### src/rtl/assert_macros.svh
// ----------------------------------------------------------------------------
// assert_macros.svh
// Shared concurrent assertion macros, clocked on clk and disabled in reset.
// ----------------------------------------------------------------------------
`ifndef ASSERT_MACROS_SVH
`define ASSERT_MACROS_SVH

// Same-cycle implication.
`define ASSERT_IMPL(label, ante, cons, msg) \
  label: assert property (@(posedge clk) disable iff (!rst_n) (ante) |-> (cons)) \
    else $error(msg);

// Next-cycle implication.
`define ASSERT_NEXT(label, ante, cons, msg) \
  label: assert property (@(posedge clk) disable iff (!rst_n) (ante) |=> (cons)) \
    else $error(msg);

`endif

### src/rtl/pes_pkg.sv
// ----------------------------------------------------------------------------
// pes_pkg
// Types and constants shared by the particle integrator modules.
// ----------------------------------------------------------------------------
package pes_pkg;

  localparam int SIZE_W    = 16;
  localparam int FRAC_BITS = 16;
  localparam int DIV_STEPS = 16;
  localparam int T_W       = FRAC_BITS + 1;
  localparam int CFG_IDX_W = 4;

  localparam logic CMD_TICK  = 1'b0;
  localparam logic CMD_SPAWN = 1'b1;

  localparam logic [CFG_IDX_W-1:0] REG_GRAVITY_X    = 4'd0;
  localparam logic [CFG_IDX_W-1:0] REG_GRAVITY_Y    = 4'd1;
  localparam logic [CFG_IDX_W-1:0] REG_SPIN_RATE    = 4'd2;
  localparam logic [CFG_IDX_W-1:0] REG_SIZE_CHANGE  = 4'd3;
  localparam logic [CFG_IDX_W-1:0] REG_START_WIDTH  = 4'd4;
  localparam logic [CFG_IDX_W-1:0] REG_START_HEIGHT = 4'd5;
  localparam logic [CFG_IDX_W-1:0] REG_END_WIDTH    = 4'd6;
  localparam logic [CFG_IDX_W-1:0] REG_END_HEIGHT   = 4'd7;

  typedef enum logic [2:0] {
    ST_IDLE,
    ST_POS,
    ST_DIV_INIT,
    ST_DIV,
    ST_SQUARE,
    ST_MUL,
    ST_ADD,
    ST_DONE
  } pes_state_t;

  typedef struct packed {
    logic load_spawn;
    logic mark_dead;
    logic upd_vel;
    logic upd_pos;
    logic div_init;
    logic div_step;
    logic square;
    logic lerp_mul;
    logic lerp_add;
    logic out_load;
  } pes_cmd_t;

  typedef struct packed {
    logic life_zero;
    logic size_on;
  } pes_status_t;

endpackage

### src/rtl/pes_ctrl.sv
// ----------------------------------------------------------------------------
// pes_ctrl
// Controller: sequences spawn, tick, divide, square and size steps.
// ----------------------------------------------------------------------------
module pes_ctrl (
  input  logic                 clk,
  input  logic                 rst_n,
  input  logic                 in_valid,
  input  logic                 in_cmd,
  output logic                 in_ready,
  output logic                 out_valid,
  input  logic                 out_ready,
  input  pes_pkg::pes_status_t status,
  output pes_pkg::pes_cmd_t    cmd
);
  import pes_pkg::*;

  localparam int CNT_W = $clog2(DIV_STEPS + 1);

  pes_state_t       state_r, state_nxt;
  logic [CNT_W-1:0] cnt_r, cnt_nxt;
  logic             out_valid_r, out_valid_nxt;
  logic             in_acc;
  logic             out_free;

  assign in_ready  = (state_r == ST_IDLE);
  assign in_acc    = in_valid && in_ready;
  assign out_valid = out_valid_r;
  assign out_free  = !out_valid_r || out_ready;

  always_comb begin
    state_nxt = state_r;
    case (state_r)
      ST_IDLE: begin
        if (in_acc) begin
          if (in_cmd == CMD_SPAWN || status.life_zero) begin
            state_nxt = ST_DONE;
          end else begin
            state_nxt = ST_POS;
          end
        end
      end
      ST_POS: begin
        state_nxt = status.size_on ? ST_DIV_INIT : ST_DONE;
      end
      ST_DIV_INIT: state_nxt = ST_DIV;
      ST_DIV: begin
        if (cnt_r == CNT_W'(DIV_STEPS - 1)) begin
          state_nxt = ST_SQUARE;
        end
      end
      ST_SQUARE: state_nxt = ST_MUL;
      ST_MUL:    state_nxt = ST_ADD;
      ST_ADD:    state_nxt = ST_DONE;
      ST_DONE: begin
        if (out_free) begin
          state_nxt = ST_IDLE;
        end
      end
      default: state_nxt = ST_IDLE;
    endcase
  end

  always_comb begin
    cmd = '0;
    case (state_r)
      ST_IDLE: begin
        if (in_acc) begin
          if (in_cmd == CMD_SPAWN) begin
            cmd.load_spawn = 1'b1;
          end else if (status.life_zero) begin
            cmd.mark_dead = 1'b1;
          end else begin
            cmd.upd_vel = 1'b1;
          end
        end
      end
      ST_POS:      cmd.upd_pos  = 1'b1;
      ST_DIV_INIT: cmd.div_init = 1'b1;
      ST_DIV:      cmd.div_step = 1'b1;
      ST_SQUARE:   cmd.square   = 1'b1;
      ST_MUL:      cmd.lerp_mul = 1'b1;
      ST_ADD:      cmd.lerp_add = 1'b1;
      ST_DONE:     cmd.out_load = out_free;
      default:     cmd = '0;
    endcase
  end

  always_comb begin
    cnt_nxt = cnt_r;
    if (state_r == ST_DIV) begin
      cnt_nxt = cnt_r + CNT_W'(1);
    end else begin
      cnt_nxt = '0;
    end
  end

  always_comb begin
    out_valid_nxt = out_valid_r;
    if (cmd.out_load) begin
      out_valid_nxt = 1'b1;
    end else if (out_ready) begin
      out_valid_nxt = 1'b0;
    end
  end

  always_ff @(posedge clk) begin
    if (!rst_n) begin
      state_r     <= ST_IDLE;
      cnt_r       <= '0;
      out_valid_r <= 1'b0;
    end else begin
      state_r     <= state_nxt;
      cnt_r       <= cnt_nxt;
      out_valid_r <= out_valid_nxt;
    end
  end

endmodule

### src/rtl/pes_datapath.sv
// ----------------------------------------------------------------------------
// pes_datapath
// Particle state, configuration, serial divider, size multipliers and the
// output register.
// ----------------------------------------------------------------------------
module pes_datapath #(
  parameter int LIFE_BITS  = 16,
  parameter int COORD_BITS = 32
) (
  input  logic                          clk,
  input  logic                          rst_n,
  input  logic                          cfg_valid,
  output logic                          cfg_ready,
  input  logic [pes_pkg::CFG_IDX_W-1:0] cfg_index,
  input  logic [31:0]                   cfg_data,
  input  logic signed [31:0]            in_spawn_pos_x,
  input  logic signed [31:0]            in_spawn_pos_y,
  input  logic signed [31:0]            in_spawn_vel_x,
  input  logic signed [31:0]            in_spawn_vel_y,
  input  logic signed [31:0]            in_spawn_angle,
  input  logic [15:0]                   in_spawn_life,
  input  pes_pkg::pes_cmd_t             cmd,
  output pes_pkg::pes_status_t          status,
  output logic signed [31:0]            out_pos_x,
  output logic signed [31:0]            out_pos_y,
  output logic signed [31:0]            out_angle,
  output logic [15:0]                   out_width,
  output logic [15:0]                   out_height,
  output logic                          out_is_dead
);
  import pes_pkg::*;

  localparam int PROD_W = SIZE_W + T_W + 2;
  localparam int SQ_W   = 2 * T_W;

  function automatic logic [COORD_BITS-1:0] widen(input logic [31:0] v);
    logic signed [COORD_BITS+31:0] t;
    t = (COORD_BITS + 32)'(signed'(v));
    return t[COORD_BITS-1:0];
  endfunction

  function automatic logic [31:0] low32(input logic [COORD_BITS-1:0] v);
    logic [COORD_BITS+31:0] t;
    t = (COORD_BITS + 32)'(v);
    return t[31:0];
  endfunction

  logic [31:0]           gravity_x_r, gravity_y_r, spin_rate_r;
  logic                  size_change_r;
  logic [SIZE_W-1:0]     start_w_r, start_h_r, end_w_r, end_h_r;

  logic [COORD_BITS-1:0] pos_x_r, pos_y_r, vel_x_r, vel_y_r, angle_r;
  logic [LIFE_BITS-1:0]  life_left_r, life_total_r;
  logic [SIZE_W-1:0]     width_r, height_r;
  logic                  dead_r;

  logic [LIFE_BITS-1:0]  rem_r;
  logic [T_W-1:0]        q_r;
  logic [T_W-1:0]        t2_r;
  logic [PROD_W-1:0]     prod_w_r, prod_h_r;

  logic [31:0]           o_pos_x_r, o_pos_y_r, o_angle_r;
  logic [SIZE_W-1:0]     o_width_r, o_height_r;
  logic                  o_dead_r;

  logic [LIFE_BITS+15:0] life_ext;
  logic [LIFE_BITS-1:0]  life_ld;
  logic [LIFE_BITS-1:0]  elapsed;
  logic                  q_top;
  logic [LIFE_BITS-1:0]  rem_init;
  logic [LIFE_BITS:0]    rem_dbl;
  logic [LIFE_BITS:0]    rem_sub;
  logic                  q_bit;
  logic [SQ_W-1:0]       sq;
  logic signed [SIZE_W:0] diff_w, diff_h;
  logic signed [PROD_W-1:0] prod_w_nxt, prod_h_nxt;

  assign cfg_ready = 1'b1;

  assign life_ext = (LIFE_BITS + 16)'(in_spawn_life);
  assign life_ld  = life_ext[LIFE_BITS-1:0];

  assign elapsed  = (life_total_r > life_left_r) ? (life_total_r - life_left_r) : '0;
  assign q_top    = (elapsed >= life_total_r);
  assign rem_init = q_top ? (elapsed - life_total_r) : elapsed;

  assign rem_dbl  = {rem_r, 1'b0};
  assign rem_sub  = rem_dbl - {1'b0, life_total_r};
  assign q_bit    = (life_total_r != '0) && (rem_dbl >= {1'b0, life_total_r});

  assign sq       = SQ_W'(q_r) * SQ_W'(q_r);

  assign diff_w     = signed'({1'b0, end_w_r}) - signed'({1'b0, start_w_r});
  assign diff_h     = signed'({1'b0, end_h_r}) - signed'({1'b0, start_h_r});
  assign prod_w_nxt = diff_w * signed'({1'b0, t2_r});
  assign prod_h_nxt = diff_h * signed'({1'b0, t2_r});

  assign status.life_zero = (life_left_r == '0);
  assign status.size_on   = size_change_r;

  always_ff @(posedge clk) begin
    if (!rst_n) begin
      gravity_x_r   <= '0;
      gravity_y_r   <= '0;
      spin_rate_r   <= '0;
      size_change_r <= 1'b0;
      start_w_r     <= '0;
      start_h_r     <= '0;
      end_w_r       <= '0;
      end_h_r       <= '0;
    end else if (cfg_valid && cfg_ready) begin
      case (cfg_index)
        REG_GRAVITY_X:    gravity_x_r   <= cfg_data;
        REG_GRAVITY_Y:    gravity_y_r   <= cfg_data;
        REG_SPIN_RATE:    spin_rate_r   <= cfg_data;
        REG_SIZE_CHANGE:  size_change_r <= cfg_data[0];
        REG_START_WIDTH:  start_w_r     <= cfg_data[SIZE_W-1:0];
        REG_START_HEIGHT: start_h_r     <= cfg_data[SIZE_W-1:0];
        REG_END_WIDTH:    end_w_r       <= cfg_data[SIZE_W-1:0];
        REG_END_HEIGHT:   end_h_r       <= cfg_data[SIZE_W-1:0];
        default: ;
      endcase
    end
  end

  always_ff @(posedge clk) begin
    if (!rst_n) begin
      pos_x_r      <= '0;
      pos_y_r      <= '0;
      vel_x_r      <= '0;
      vel_y_r      <= '0;
      angle_r      <= '0;
      life_left_r  <= '0;
      life_total_r <= '0;
      width_r      <= '0;
      height_r     <= '0;
      dead_r       <= 1'b0;
    end else begin
      if (cmd.load_spawn) begin
        pos_x_r      <= widen(in_spawn_pos_x);
        pos_y_r      <= widen(in_spawn_pos_y);
        vel_x_r      <= widen(in_spawn_vel_x);
        vel_y_r      <= widen(in_spawn_vel_y);
        angle_r      <= widen(in_spawn_angle);
        life_left_r  <= life_ld;
        life_total_r <= life_ld;
        width_r      <= start_w_r;
        height_r     <= start_h_r;
        dead_r       <= 1'b0;
      end
      if (cmd.mark_dead) begin
        dead_r <= 1'b1;
      end
      if (cmd.upd_vel) begin
        life_left_r <= life_left_r - LIFE_BITS'(1);
        angle_r     <= angle_r + widen(spin_rate_r);
        vel_x_r     <= vel_x_r + widen(gravity_x_r);
        vel_y_r     <= vel_y_r + widen(gravity_y_r);
      end
      if (cmd.upd_pos) begin
        pos_x_r <= pos_x_r + vel_x_r;
        pos_y_r <= pos_y_r + vel_y_r;
      end
      if (cmd.lerp_add) begin
        width_r  <= start_w_r + prod_w_r[FRAC_BITS+SIZE_W-1:FRAC_BITS];
        height_r <= start_h_r + prod_h_r[FRAC_BITS+SIZE_W-1:FRAC_BITS];
      end
    end
  end

  always_ff @(posedge clk) begin
    if (cmd.div_init) begin
      rem_r <= rem_init;
      q_r   <= T_W'(q_top);
    end else if (cmd.div_step) begin
      rem_r <= q_bit ? rem_sub[LIFE_BITS-1:0] : rem_dbl[LIFE_BITS-1:0];
      q_r   <= {q_r[T_W-2:0], q_bit};
    end
    if (cmd.square) begin
      t2_r <= sq[FRAC_BITS+T_W-1:FRAC_BITS];
    end
    if (cmd.lerp_mul) begin
      prod_w_r <= prod_w_nxt;
      prod_h_r <= prod_h_nxt;
    end
    if (cmd.out_load) begin
      o_pos_x_r  <= low32(pos_x_r);
      o_pos_y_r  <= low32(pos_y_r);
      o_angle_r  <= low32(angle_r);
      o_width_r  <= width_r;
      o_height_r <= height_r;
      o_dead_r   <= dead_r;
    end
  end

  assign out_pos_x   = o_pos_x_r;
  assign out_pos_y   = o_pos_y_r;
  assign out_angle   = o_angle_r;
  assign out_width   = o_width_r;
  assign out_height  = o_height_r;
  assign out_is_dead = o_dead_r;

endmodule

### src/rtl/particle_euler_step_with_lifetime.sv
// ----------------------------------------------------------------------------
// particle_euler_step_with_lifetime
// One 2-D particle with Euler integration, a lifetime and eased size change.
// ----------------------------------------------------------------------------
// The input channel takes one item at a time: a spawn loads the particle, a
// tick advances it by one frame. Each item returns one result item holding
// position, angle, size and the dead flag after that item.
// Spawn items and ticks at zero life go from acceptance straight to the done
// state, which loads the output register. A live tick adds the velocity at
// acceptance; then come the position add and, with size change on, the divider
// setup, 16 restoring divider steps for the elapsed fraction, the square of
// it, the two size multiplies and the final add; last the output register is
// loaded. Once the result is loaded the block returns to idle and accepts the
// next item.
// The configuration port accepts a write every cycle; writes are expected
// only while the block is idle. Indexes past the last register are ignored.
// Reset clears the particle state, the configuration and the output valid.
// A stalled receiver holds the result in the output register; the block
// still accepts one further item and parks its result until the register
// frees up.
// ----------------------------------------------------------------------------
module particle_euler_step_with_lifetime #(
  parameter int LIFE_BITS  = 16,
  parameter int COORD_BITS = 32
) (
  input  logic                          clk,
  input  logic                          rst_n,
  input  logic                          cfg_valid,
  output logic                          cfg_ready,
  input  logic [pes_pkg::CFG_IDX_W-1:0] cfg_index,
  input  logic [31:0]                   cfg_data,
  input  logic                          in_valid,
  output logic                          in_ready,
  input  logic                          in_cmd,
  input  logic signed [31:0]            in_spawn_pos_x,
  input  logic signed [31:0]            in_spawn_pos_y,
  input  logic signed [31:0]            in_spawn_vel_x,
  input  logic signed [31:0]            in_spawn_vel_y,
  input  logic signed [31:0]            in_spawn_angle,
  input  logic [15:0]                   in_spawn_life,
  output logic                          out_valid,
  input  logic                          out_ready,
  output logic signed [31:0]            out_pos_x,
  output logic signed [31:0]            out_pos_y,
  output logic signed [31:0]            out_angle,
  output logic [15:0]                   out_width,
  output logic [15:0]                   out_height,
  output logic                          out_is_dead
);
  import pes_pkg::*;

  `include "assert_macros.svh"

  pes_cmd_t    cmd;
  pes_status_t status;

  pes_ctrl u_ctrl (
    .clk       (clk),
    .rst_n     (rst_n),
    .in_valid  (in_valid),
    .in_cmd    (in_cmd),
    .in_ready  (in_ready),
    .out_valid (out_valid),
    .out_ready (out_ready),
    .status    (status),
    .cmd       (cmd)
  );

  pes_datapath #(
    .LIFE_BITS  (LIFE_BITS),
    .COORD_BITS (COORD_BITS)
  ) u_datapath (
    .clk            (clk),
    .rst_n          (rst_n),
    .cfg_valid      (cfg_valid),
    .cfg_ready      (cfg_ready),
    .cfg_index      (cfg_index),
    .cfg_data       (cfg_data),
    .in_spawn_pos_x (in_spawn_pos_x),
    .in_spawn_pos_y (in_spawn_pos_y),
    .in_spawn_vel_x (in_spawn_vel_x),
    .in_spawn_vel_y (in_spawn_vel_y),
    .in_spawn_angle (in_spawn_angle),
    .in_spawn_life  (in_spawn_life),
    .cmd            (cmd),
    .status         (status),
    .out_pos_x      (out_pos_x),
    .out_pos_y      (out_pos_y),
    .out_angle      (out_angle),
    .out_width      (out_width),
    .out_height     (out_height),
    .out_is_dead    (out_is_dead)
  );

  `ASSERT_NEXT(a_busy_after_accept, in_valid && in_ready, !in_ready, "accepted item did not leave idle")
  `ASSERT_IMPL(a_one_command, 1'b1, $onehot0(cmd), "more than one datapath command at once")
  `ASSERT_IMPL(a_no_overwrite, cmd.out_load, !out_valid || out_ready, "output register overwritten")
  `ASSERT_NEXT(a_load_shows_valid, cmd.out_load, out_valid, "loaded result not presented")

endmodule

### config.mk
export PLATFORM = sky130hd
export DESIGN_NAME = particle_euler_step_with_lifetime
export DESIGN_NICKNAME = d
export VERILOG_FILES = /design/src/rtl/pes_pkg.sv /design/src/rtl/pes_ctrl.sv /design/src/rtl/pes_datapath.sv /design/src/rtl/particle_euler_step_with_lifetime.sv
export VERILOG_INCLUDE_DIRS = /design/src /design/src/rtl
export SDC_FILE = /design/constraint.sdc
export NUM_CORES = 2
export LEC_CHECK = 0
export BUFFER_PORTS_ARGS = -buffer_cell sky130_fd_sc_hd__buf_2
export CORE_UTILIZATION = 40
export DETAILED_ROUTE_END_ITERATION = 12
export PLACE_DENSITY_LB_ADDON = 0.25
export SYNTH_ARGS = -nofsm -noshare
export SYNTH_HDL_FRONTEND = slang
export SYNTH_HIERARCHICAL = 1
export SYNTH_SLANG_ARGS = --single-unit
### constraint.sdc
create_clock -name clk -period 11.3 [get_ports clk]
set_input_delay 2.26 -clock clk [delete_from_list [all_inputs] [get_ports clk]]
set_output_delay 2.26 -clock clk [all_outputs]
set_load 0.05 [all_outputs]
# Yosys cells after proc, flatten, opt, wreduce, memory -nomap -nowiden
# Cells that the tools add are included.
[totals]
mem_count = 0
elab_cells = 142
latchBits = 0
output_inout_bits = 132
in_bits = 218
ram_bits = 0
regBits = 638
mem_bits_ro = 0
[op_classes]
shift = 0
bitwise = 0
multipliers = 3
muxes = 46
add_sub_neg = 14
n_eq_ne = 18
order_cmp = 3
reduce_logical = 25
n_div = 0
[op_table]
columns = ["op", "count"]
rows = [
  ["$mux 32", 10],
  ["$mux 16", 11],
  ["$add 32x32->32", 5],
  ["$mul 17x18->32", 2],
  ["$sub 16x16->16", 3],
  ["$sub 16x16->17", 2],
  ["$mul 17x17->33", 1],
  ["$add 16x16->16", 2],
  ["$pmux 3 s8", 1],
  ["$mux 3", 7],
  ["$reduce_and 2->1", 9],
  ["$ge 17x16->1", 1],
  ["$eq 4x3->1 const B", 4],
  ["$ge 16x16->1", 1],
  ["$gt 16x16->1", 1],
  ["$logic_not 16->1", 1],
  ["$mux 1", 16],
  ["$reduce_bool 16->1", 1],
  ["$sub 16x1->16 const B", 1],
  ["$eq 3x3->1 const B", 4],
  ["$reduce_bool 2->1", 6],
  ["$eq 4x2->1 const B", 2],
  ["$eq 3x2->1 const B", 2],
  ["$add 5x1->5 const B", 1],
  ["12 further kinds", 15],
]

# Logic depth before layout (Yosys ltp)
[logic_depth]
word_depth = 7
depth_mapped = 37
mapped_depth_nobuf = 36

# Hierarchy
# The synthesis kept the hierarchy.
[by_module_without_submodules]
columns = ["mod", "area_per_inst_um2", "cells_each", "n_inst", "seq_area_each_um2"]
rows = [
  ["pes_datapath", 59867.4, 6624, 1, 13903.3],
  ["pes_ctrl", 539.3, 61, 1, 180.2],
]

# Worst setup path before layout
# OpenSTA, ideal clock, no wires.
[synth_path]
path_kind = "register to register"
startpoint = "register u_datapath.start_h_r[1]"
endpoint = "register u_datapath.prod_h_r[31] (data pin)"
path_slack_ns = 3.185
setup_time_ns = 0.260
path_buffers = 1
required_ns = 11.040
stages_incl_launch_ff = 34
synth_period_minus_slack_ns = 8.115
arrival_time_ns = 7.856
path_cell_list = "dfxtp_1 > inv_1 > ha_1 > nor2b_1 > o21ai_0 > a21boi_0 > o21ai_0 > a21oi_1 > and4_1 > a2111oi_0 > xnor2_1 > clkbuf_1 > nand2_1 > fa_1 > fa_1 > inv_1 > fa_1 > fa_1 > fa_1 > inv_1 > fa_1 > inv_1 > ha_1 > o21a_1 > o21a_1 > o21ai_0 > a41oi_1 > o41ai_2 > o21ba_2 > o21ai_1 > o41a_1 > a21o_1 > a21oi_1 > xnor2_1"
[synth_via]
elab_chain_cells = 2
[synth_lines]
columns = ["element", "line", "text"]
rows = [
  ["from (decl)", "pes_datapath.sv:50", "logic [SIZE_W-1:0] start_w_r, start_h_r, end_w_r, end_h_r;"],
  ["from (signal assigned)", "pes_datapath.sv:118", "REG_START_HEIGHT: start_h_r <= cfg_data[SIZE_W-1:0];"],
  ["$sub 16x16->17", "pes_datapath.sv:94", "assign diff_h = signed'({1'b0, end_h_r}) - signed'({1'b0, start_h_r});"],
  ["$mul 17x18->32", "pes_datapath.sv:96", "assign prod_h_nxt = diff_h * signed'({1'b0, t2_r});"],
  ["net u_datapath.prod_h_nxt[31]", "pes_datapath.sv:76", "logic signed [PROD_W-1:0] prod_w_nxt, prod_h_nxt;"],
  ["to (signal assigned)", "pes_datapath.sv:184", "prod_h_r <= prod_h_nxt;"],
  ["to (decl)", "pes_datapath.sv:60", "logic [PROD_W-1:0] prod_w_r, prod_h_r;"],
]
# The timed path passes the listed nets, and every way through them passes these cells.
# A chain may end at the register's enable or synchronous reset.

# Final worst setup path
[layout_path]
startpoint = "register u_datapath.start_w_r[0]"
endpoint = "register u_datapath.prod_w_r[30] (data pin)"
[layout_via]
elab_chain_cells = 2
[layout_lines]
columns = ["element", "line", "text"]
rows = [
  ["from (decl)", "pes_datapath.sv:50", ""],
  ["from (signal assigned)", "pes_datapath.sv:117", "REG_START_WIDTH: start_w_r <= cfg_data[SIZE_W-1:0];"],
  ["$sub 16x16->17", "pes_datapath.sv:93", "assign diff_w = signed'({1'b0, end_w_r}) - signed'({1'b0, start_w_r});"],
  ["$mul 17x18->32", "pes_datapath.sv:95", "assign prod_w_nxt = diff_w * signed'({1'b0, t2_r});"],
  ["net u_datapath.prod_w_nxt[30]", "pes_datapath.sv:76", ""],
  ["to (signal assigned)", "pes_datapath.sv:183", "prod_w_r <= prod_w_nxt;"],
  ["to (decl)", "pes_datapath.sv:60", ""],
]
# The timed path passes the listed nets, and every way through them passes these cells.

==> summary.txt <==
run status -> finished, final reports clean
RePlAce Congestion -> 0.905
RSZ-0062 raised after global routing -> false
min Tclk post-route -> 9.05 ns
CTS tree -> built
Remaining DRCs -> 0
antenna-violating nets left -> 0
setup TNS -> 0 ns
multi-input logic area -> 0.0415 sq mm
Slew Limit Headroom -> 15.7%
Syn Std Cell Area -> 0.0604 sq mm
CTS clock-pin slew for the worst setup and hold paths -> 0.06 ns
wire length on met3 -> 9260 um
Worst Tran Pin Value -> 1.26 ns
Fill cells -> 14569
Vias -> 47037
initial antenna violation count -> 14
Data required, critical path -> 11.71 ns
die extent in y -> 391 um
total power per unit cell area -> 247 mW/mm^2
vias per cell -> 5.24
final net count -> 8344
Synth Instances -> 6685
detailed-router iteration count before antenna repair -> 7
total CTS buffers -> 74
# rows -> 142
Final period util -> 80.1%
P&R area growth vs syn -> 10.8%
Inst Count DP -> 8833
VDD IR max -> 0.263 mV
final instance area -> 0.0669 sq mm
Worst-Skew Late Latency -> 0.70 ns
WL final -> 173000 um
Lkg Pwr -> 31.3 nW
Starting DRT DRC Count -> 2780
Reg area -> 0.0141 sq mm
first-pass GRT wire length -> 270000 um
final core occ -> 44.7%
WL/cell -> 19.3 um
Final Hold Viols -> 0
I/O Pins -> 350
critical path type -> reg2reg
Syn Area/Cell -> 9.04 sq um
total gr overflow -> 0
CP max stage cell -> xnor2_2
syn_nets -> 8136
EDFF count, synth -> 195
M1 WL -> 78900 um
Synth Warn # -> 6
vias in the first global route -> 47665
final std cells w/o fill -> 8973
Slew Limit Fails -> 0
Seq/Total Area, Yosys -> 23.3%
endpoints failing setup -> 0
Die Span X -> 391 um
hold_buf cts -> 0
CP Launch Type -> flip-flop
metal2 WL -> 80200 um
WP data arrival -> 9.47 ns
flops & latches, synth -> 606
prevailing post-synth register cell -> dfxtp_1
dpl hpwl -> 132000 um
gr usage total -> 22.7%
Placed Area -> 0.0643 sq mm
post-CTS sizing -> 0
core area -> 0.150 sq mm
Clock Sinks -> 606
crit end category -> flip-flop
total power -> 16.5 mW
clock skew -> 0.0489 ns
clk buf depth -> 3
CTS H-tree lvls -> 3
initial core utilization -> 40.3%
asr flop ratio synth -> 0%
Die Area -> 0.153 sq mm
Max Cap Viol -> 0
layout cells sized above 1 -> 9.27%
CP max stage delay -> 0.79 ns
Synth cell types -> 95
# Post-CTS Setup Buffers -> 0
Root Buffer -> clkbuf_16
top routing layer used -> met5
IO buf count -> 348
HP Class -> reg2reg
Critical Path Fanout Max -> 17
fmax -> 110 MHz
largest net degree at the start of global routing -> 164
[synth_stat cells, drive strengths merged, types with 44 or more instances]
library cell / count / share of area, %
edfxtp: 195 / 9.7
mux2i: 156 / 2.6
xnor2: 191 / 2.8
o21ai: 166 / 1.4
a21o: 133 / 1.7
a21oi: 400 / 3.3
nand3: 50 / 0.41
inv: 1018 / 6.3
xor2: 92 / 1.3
o21a: 44 / 0.55
nor2: 346 / 2.2
nand2b: 61 / 0.63
ha: 585 / 12
nand2: 786 / 4.9
and2: 222 / 2.3
a211oi: 220 / 2.7
fa: 648 / 21
nor2b: 189 / 2.0
nor3: 54 / 0.47
dfxtp: 411 / 14
clkbuf: 251 / 1.6
[metrics by stage]
step	setup slack, ns	hold WS, ns
after detailed placement	2.24	0.414
after CTS	2.21	0.430
after global placement	2.30	0.407
after global routing	1.55	0.439
final	2.25	0.428
after floorplan	3.18	0.401
[flip-flops by register name, indices dropped and copies added, names as in the netlist, 17 cells and up]
| register | flops |
|---|---|
| u_datapath/angle_r | 32 |
| u_datapath/gravity_x_r | 32 |
| u_datapath/gravity_y_r | 32 |
| u_datapath/out_angle | 32 |
| u_datapath/out_pos_x | 32 |
| u_datapath/out_pos_y | 32 |
| u_datapath/pos_x_r | 32 |
| u_datapath/pos_y_r | 32 |
| u_datapath/spin_rate_r | 32 |
| u_datapath/vel_x_r | 32 |
| u_datapath/vel_y_r | 32 |
| u_datapath/q_r | 17 |
| u_datapath/t2_r | 17 |
[final cells by class]
cell class | count | area share, %
repair buffers | 420 | 3.45
diodes | 2 | 0.00748
well taps | 2016 | 3.77
multi-input cells | 4771 | 62.1
inverters | 1020 | 5.73
clock buffers | 91 | 3.04
flip-flops and latches | 606 | 21.0
clock inverters | 47 | 0.892
[worst max-delay path, delay by kind of cell, from the launching register on]
family | cells | cell delay, ns
AO/OA/AOI/OAI | 14 | 3.37
XOR/XNOR | 2 | 0.86
AND/OR/NAND/NOR | 4 | 0.51
buffers and inverters | 3 | 0.16
flip-flops | 1 | 0.35
adder cells (fa/ha/maj) | 9 | 3.50
[cell families (layout without fill, tap and decap cells)]
| family | Yosys count | after routing | share of synthesized area [%] |
|---|---|---|---|
| AOI/OAI and AO/OA | 1200 | 1200 | 13.0 |
| xor gates and xnor gates | 283 | 283 | 4.10 |
| adders and majority gates | 1233 | 1233 | 33.6 |
| buffers and inverters | 1308 | 1578 | 8.19 |
| DFF | 606 | 606 | 23.3 |
| muxes | 193 | 193 | 3.27 |
| other | 1 | 3 | 0.00621 |
| and+or+nand+nor | 1861 | 1861 | 14.6 |
[per-layer routing]
layer  up-vias  track usage, %
met4         4            6.45
li1      22406               -
met1     23167            30.9
met3       220            2.69
met2      1240            37.6
met5         -               0
[final timing paths]
check	from	end	slack, ns	cells past startpoint
worst min-delay path	u_datapath/dead_r$_SDFFE_PN0P_	u_datapath/out_is_dead$_DFFE_PP_	0.43	0
worst min register to register	u_datapath/dead_r$_SDFFE_PN0P_	u_datapath/out_is_dead$_DFFE_PP_	0.43	0
worst max-delay path	u_datapath/start_w_r[0]$_SDFFE_PN0P_	u_datapath/prod_w_r[30]$_DFFE_PP_	2.25	32
worst max register to register	u_datapath/start_w_r[0]$_SDFFE_PN0P_	u_datapath/prod_w_r[30]$_DFFE_PP_	2.25	32
[cell usage in the layout (no fill, tap or decap), drive strengths merged, types with 50 or more instances in the layout]
cell type / count
a211oi: 220
a21o: 133
a21oi: 400
and2: 222
buf: 420
clkbuf: 91
dfxtp: 411
edfxtp: 195
fa: 648
ha: 585
inv: 1023
mux2i: 156
nand2: 786
nand2b: 61
nand3: 50
nor2: 346
nor2b: 189
nor3: 54
o21ai: 166
xnor2: 191
xor2: 92
[where the power goes]
| group | leakage, nW | total, mW | internal [mW] | switching, mW |
|---|---|---|---|---|
| Sequential | 5.15 | 3.34 | 2.97 | 0.378 |
| Clock | 1.26 | 2.55 | 1.49 | 1.06 |
| Combinational | 24.9 | 10.6 | 4.42 | 6.21 |
(Power assumes the default switching activity.)
